===== src/rtl/core/ccmt_pkg.sv =====
// ----------------------------------------------------------------------------
// ccmt_pkg : shared types and constants for the crack contour merge and trace
// Command codes, move codes, trace phases and the command and status words
// passed between the controller and the datapath.
// ----------------------------------------------------------------------------
package ccmt_pkg;

   // field widths
   localparam int IdxW         = 16;
   localparam int GeoW         = 17;
   localparam int IdxSpan      = 1 << IdxW;
   localparam int MaxPixelsDef = 65536;

   // register reset values
   localparam logic [GeoW-1:0] GridWidthRst  = 17'd256;
   localparam logic [GeoW-1:0] GridHeightRst = 17'd256;

   // register indexes on the csr port
   localparam logic CsrGridWidth  = 1'b0;
   localparam logic CsrGridHeight = 1'b1;

   typedef enum logic [1:0] {
      CMD_BEGIN = 2'd0,
      CMD_MOVE  = 2'd1,
      CMD_STEP  = 2'd2,
      CMD_CLEAR = 2'd3
   } cmd_type;

   typedef enum logic [1:0] {
      MV_UP    = 2'd0,
      MV_RIGHT = 2'd1,
      MV_DOWN  = 2'd2,
      MV_LEFT  = 2'd3
   } move_type;

   typedef enum logic [1:0] {
      PH_IDLE   = 2'd0,
      PH_WALK   = 2'd1,
      PH_CLOSED = 2'd2
   } phase_type;

   // pixels a contour move marks
   typedef enum logic [1:0] {
      MK_NONE = 2'd0,
      MK_SAME = 2'd1,
      MK_TURN = 2'd2
   } mark_kind_type;

   // neighbour offset as row and column steps
   typedef struct packed {
      logic row_dec;
      logic row_inc;
      logic col_dec;
      logic col_inc;
   } dir_type;

   // controller to datapath
   typedef struct packed {
      logic latch;
      logic begin_do;
      logic move_first;
      logic mark;
      logic mark_prev_dir;
      logic set_prev;
      logic clear_start;
      logic clear_step;
      logic trace_init;
      logic div_start;
      logic read_p;
      logic read_s;
      logic decide;
      logic rsp_first;
      logic rsp_closed;
   } dp_cmd_type;

   // datapath to controller
   typedef struct packed {
      cmd_type       cmd;
      logic          load_pending;
      mark_kind_type mark_kind;
      phase_type     phase;
      logic          geom_dirty;
      logic          div_done;
      logic          clear_last;
   } dp_status_type;

   // pixel that must be set to keep going straight
   function automatic dir_type prim_dir(input move_type m);
      dir_type d;
      d = '0;
      case (m)
         MV_RIGHT: d.col_inc = 1'b1;
         MV_DOWN:  d.row_inc = 1'b1;
         MV_LEFT:  d.col_dec = 1'b1;
         default:  d.row_dec = 1'b1;
      endcase
      return d;
   endfunction

   // diagonal pixel that makes the walk turn outwards
   function automatic dir_type sec_dir(input move_type m);
      dir_type d;
      d = '0;
      case (m)
         MV_RIGHT: begin
            d.row_dec = 1'b1;
            d.col_inc = 1'b1;
         end
         MV_DOWN: begin
            d.row_inc = 1'b1;
            d.col_inc = 1'b1;
         end
         MV_LEFT: begin
            d.row_inc = 1'b1;
            d.col_dec = 1'b1;
         end
         default: begin
            d.row_dec = 1'b1;
            d.col_dec = 1'b1;
         end
      endcase
      return d;
   endfunction

endpackage


===== src/rtl/core/ccmt_ctrl.sv =====
// ----------------------------------------------------------------------------
// ccmt_ctrl : sequencing controller
// Takes a word, walks it through marking, clearing or trace steps and
// raises the result strobe after a trace step.
// ----------------------------------------------------------------------------
module ccmt_ctrl (
   input  logic                    clock,
   input  logic                    reset,
   input  logic                    start,
   output logic                    busy,
   output logic                    rsp_valid,
   output ccmt_pkg::dp_cmd_type    dp_cmd,
   input  ccmt_pkg::dp_status_type dp_status
);
   import ccmt_pkg::*;

   typedef enum logic [3:0] {
      ST_CLEAR,
      ST_IDLE,
      ST_EXEC,
      ST_MARK2,
      ST_DIV_FIRST,
      ST_DIV_WALK,
      ST_TR_P,
      ST_TR_S,
      ST_TR_DEC
   } state_type;

   state_type state_ff, state_in;
   logic      rsp_valid_ff, rsp_valid_in;

   // next state and datapath commands
   always_comb begin
      state_in     = state_ff;
      rsp_valid_in = 1'b0;
      dp_cmd       = '0;
      case (state_ff)
         ST_CLEAR: begin
            dp_cmd.clear_step = 1'b1;
            if (dp_status.clear_last) state_in = ST_IDLE;
         end
         ST_IDLE: begin
            if (start) begin
               dp_cmd.latch = 1'b1;
               state_in     = ST_EXEC;
            end
         end
         ST_EXEC: begin
            case (dp_status.cmd)
               CMD_BEGIN: begin
                  dp_cmd.begin_do = 1'b1;
                  state_in        = ST_IDLE;
               end
               CMD_MOVE: begin
                  state_in = ST_IDLE;
                  if (dp_status.load_pending) begin
                     dp_cmd.move_first = 1'b1;
                  end else begin
                     case (dp_status.mark_kind)
                        MK_SAME: begin
                           dp_cmd.mark     = 1'b1;
                           dp_cmd.set_prev = 1'b1;
                        end
                        MK_TURN: begin
                           dp_cmd.mark          = 1'b1;
                           dp_cmd.mark_prev_dir = 1'b1;
                           state_in             = ST_MARK2;
                        end
                        default: begin
                           dp_cmd.set_prev = 1'b1;
                        end
                     endcase
                  end
               end
               CMD_CLEAR: begin
                  dp_cmd.clear_start = 1'b1;
                  state_in           = ST_CLEAR;
               end
               CMD_STEP: begin
                  case (dp_status.phase)
                     PH_IDLE: begin
                        dp_cmd.trace_init = 1'b1;
                        state_in          = ST_DIV_FIRST;
                     end
                     PH_WALK: begin
                        if (dp_status.geom_dirty) begin
                           dp_cmd.div_start = 1'b1;
                           state_in         = ST_DIV_WALK;
                        end else begin
                           dp_cmd.read_p = 1'b1;
                           state_in      = ST_TR_S;
                        end
                     end
                     default: begin
                        dp_cmd.rsp_closed = 1'b1;
                        rsp_valid_in      = 1'b1;
                        state_in          = ST_IDLE;
                     end
                  endcase
               end
               default: state_in = ST_IDLE;
            endcase
         end
         // second pixel around a corner
         ST_MARK2: begin
            dp_cmd.mark     = 1'b1;
            dp_cmd.set_prev = 1'b1;
            state_in        = ST_IDLE;
         end
         ST_DIV_FIRST: begin
            if (dp_status.div_done) begin
               dp_cmd.rsp_first = 1'b1;
               rsp_valid_in     = 1'b1;
               state_in         = ST_IDLE;
            end
         end
         ST_DIV_WALK: begin
            if (dp_status.div_done) state_in = ST_TR_P;
         end
         ST_TR_P: begin
            dp_cmd.read_p = 1'b1;
            state_in      = ST_TR_S;
         end
         ST_TR_S: begin
            dp_cmd.read_s = 1'b1;
            state_in      = ST_TR_DEC;
         end
         ST_TR_DEC: begin
            dp_cmd.decide = 1'b1;
            rsp_valid_in  = 1'b1;
            state_in      = ST_IDLE;
         end
         default: state_in = ST_IDLE;
      endcase
   end

   // state and result strobe; reset starts the bitmap sweep
   always_ff @(posedge clock) begin
      if (reset) begin
         state_ff     <= ST_CLEAR;
         rsp_valid_ff <= 1'b0;
      end else begin
         state_ff     <= state_in;
         rsp_valid_ff <= rsp_valid_in;
      end
   end

   assign busy      = (state_ff != ST_IDLE);
   assign rsp_valid = rsp_valid_ff;

endmodule


===== config.mk =====
export PLATFORM = sky130hd
export DESIGN_NAME = ccmt_ctrl
export DESIGN_NICKNAME = d
export VERILOG_FILES = /design/src/rtl/core/ccmt_pkg.sv /design/src/rtl/core/ccmt_ctrl.sv
export SDC_FILE = /design/constraint.sdc
export NUM_CORES = 1
export LEC_CHECK = 0
export ABC_AREA = 1
export BUFFER_PORTS_ARGS = -buffer_cell sky130_fd_sc_hd__buf_2
export CAP_MARGIN = 20
export CORE_AREA = 8 8 45 47
export CTS_CLUSTER_DIAMETER = 120
export CTS_CLUSTER_SIZE = 28
export DETAILED_ROUTE_END_ITERATION = 8
export DIE_AREA = 0 0 53 55
export HOLD_SLACK_MARGIN = 0.05
export MAX_ROUTING_LAYER = met4
export PLACE_DENSITY = 0.72
export SETUP_SLACK_MARGIN = 0.1
export SLEW_MARGIN = 20
export SYNTH_ARGS = -nofsm -noshare
export SYNTH_HDL_FRONTEND = slang
export SYNTH_SLANG_ARGS = --single-unit

===== constraint.sdc =====
create_clock -name clock -period 1.6 [get_ports clock]
set_clock_uncertainty 0.1 [all_clocks]
set_input_delay 0.16 -clock clock [delete_from_list [all_inputs] [get_ports clock]]
set_output_delay 0.16 -clock clock [all_outputs]
set_load 0.02 [all_outputs]

==> reports/metrics.yaml <==
drv_cap: 0
post-dp-hpwl_um: 1346
io_pins: 30
cts_max_path_buffers: 2
worstPathArrival_ns: 1.36
synth_edf_count: 0
vias_per_cell: 4.955
clk_pin_slew_ns: 0.05
synth_top_area_frac: 0.1937
tns_ns: -0.01620
htreeDepth: 1
syn_inst: 97
grt_pass1_vias: 714
hold_viol_final: 0
crit_path_start_kind: "flip-flop"
ys_top_cells_by_area: "dfxtp_1, nor2_1, nand2_1, inv_1, nand3_1"
clock-sinks: 5
violations: "negative setup slack"
power_uw: 476.7
cts_tree: "yes"
grt_setup_unrepaired: "true"
grt_overflow: 0
synthTopCellsByCount: "nor2_1, nand2_1, inv_1"
required_ns: 1.34
status: "finished, violations left"
ys_seq_elements: 5
n_antenna_cell: 0
drc: 0
syn_nets: 111
cts_buffers: 3
synth.distinct_cells: 18
crit_path_end_kind: "output pin"
dieArea_um2: 2915
place_congestion: 0.8337
synth_async_sr_flop_share: 0
synth_top_flop_cell: "dfxtp_1"
coreArea_um2: 1384
drv_slew: 0
yosysSeqAreaShare: 0.1937
portBuffers: 29
initial_core_util: 0.3734
post_drt_wl_per_cell_um: 12.32
fin_nets: 154
wl_um: 1909
layout_setup_ws_ns: -0.01620
slew_headroom: 0.8193
antenna_found_initial: 0
finalNonFillerCells: 155
post-route-min-period_ns: 1.616
setup_viol_count_final: 1
ant_nets: 0
min_path_type: "in2reg"
syn-mean-instance-area_um2: 5.327
rows: 14
critPathKind: "reg2out"
post-route-period-util: 1.010
power_density_nw_per_um2: 532.1
clkLatencyLatePin_ns: 0.26
dieHeight_um: 55
clock_tree.root_cell: "clkbuf_4"
grtUsageTotal: 0.1250
design_area_um2: 895.9
drt_iter0_drc: 13
yosys_warnings: 0
yosys.area.top_type: "dfxtp_1"
dr_total_vias: 768
worstMarginPinSlew_ns: 0.2700
grt_max_degree: 7
place_area_um2: 681.9
post-synth-top-count-cell: "nor2_1"
drt_pass1_iterations: 4
fillCellCount: 126
ir_drop_uv: 263.7
drive_gt1_frac: 0.5108
syn_area_um2: 516.7
grt_pass1_wl_um: 2780
dp_cells: 142
die_w_um: 53
worst-path-max-fanout: 5
fmax_mhz: 618.7
syn2layout_area_growth_pct: 73.37
p_leak_uw: 0.0005318
-- registers in the layout (all words and copies together) (netlist names) --
| signal | flops |
|---|---|
| state_ff | 4 |
| rsp_valid | 1 |
-- path summary, 6_finish.rpt --
kind | slack, ns | startpoint | cells past startpoint | endpoint
setup / recovery | -0.02 | state_ff[3]$_SDFFE_PP0P_ | 6 | dp_cmd[11]
hold reg to reg | 0.48 | state_ff[0]$_SDFFE_PP0P_ | 2 | state_ff[3]$_SDFFE_PP0P_
setup reg to reg | 0.15 | state_ff[3]$_SDFFE_PP0P_ | 10 | state_ff[2]$_SDFFE_PP0P_
hold / removal | 0.13 | dp_status[1] | 3 | rsp_valid$_SDFF_PP0_
-- logic make-up after synthesis --
group / synth area share
adders and majority gates: 0.02421
AOI/OAI and AO/OA: 0.07990
DFF: 0.1937
and+or+nand+nor: 0.5424
buffers and inverters: 0.1598
-- through the flow --
step / setup slack, ns / hold slack (ns) / util
finish: -0.01620 / 0.1319 / 0.6474
global route: -0.07751 / 0.1663 / 0.6474
CTS: 0.01378 / 0.1360 / 0.5805
detailed placement: 0.1373 / 0.2863 / 0.4928
global placement: 0.1988 / 0.2903 / 0.4928
floorplan: 0.08992 / 0.1294 / -
-- cells in the final DEF, fill, tap and decap left out, types with 2 or more instances in the layout --
cell | netlist | layout
buf_2 | 0 | 20
buf_4 | 0 | 12
buf_6 | 0 | 5
clkbuf_4 | 0 | 3
dfxtp_4 | 0 | 3
inv_1 | 19 | 15
inv_2 | 3 | 4
inv_4 | 0 | 3
nand2_1 | 20 | 18
nand2_2 | 4 | 4
nand2_4 | 0 | 2
nand3_1 | 8 | 7
nand3_2 | 1 | 2
nor2_1 | 21 | 19
nor2_4 | 1 | 2
nor3_2 | 0 | 3
o21ai_2 | 1 | 3
or2_2 | 2 | 2
-- final cells by class --
class / instances / area [um^2] / share of cell area
Tap cell: 16 / 20.02 / 0.02235
Sequential cell: 5 / 112.6 / 0.1257
Clock buffer: 4 / 26.28 / 0.02933
Timing Repair Buffer: 38 / 256.5 / 0.2863
Inverter: 22 / 90.09 / 0.1006
Multi-Input combinational cell: 70 / 390.4 / 0.4358
-- critical path, stage by stage (launching register included) --
cell and delay [ns]:
dfxtp_4 0.36, inv_4 0.06, nand2_2 0.06, nor2_4 0.18, nand3_2 0.13, o21ai_2 0.16, buf_6 0.14
-- where the power goes --
part	internal [uW]	leakage [uW]	switching (uW)
Combinational	66.7	0.000474	112
Sequential	128	0.0000432	7.83
Clock	95.3	0.0000150	67.1
Total	290	0.000532	187
-- layer usage --
| layer | vias up | part of all wire | global-route usage |
|---|---|---|---|
| li1 | 380 | - | - |
| met4 | 0 | 0.018 | 0.04741 |
| met3 | 4 | 0.072 | 0.02406 |
| met2 | 43 | 0.50 | 0.2246 |
| met5 | - | 0 | - |
| met1 | 341 | 0.41 | 0.1322 |
-- repair_timing --
item,CTS,global route
hold endpoints to repair,3,0
hold buffers,1,0
setup endpoints to repair,11,13
pin swaps,2,4
gates resized for setup,25,19
setup buffers,3,5
Note: power is estimated with default switching activity, not from simulation.
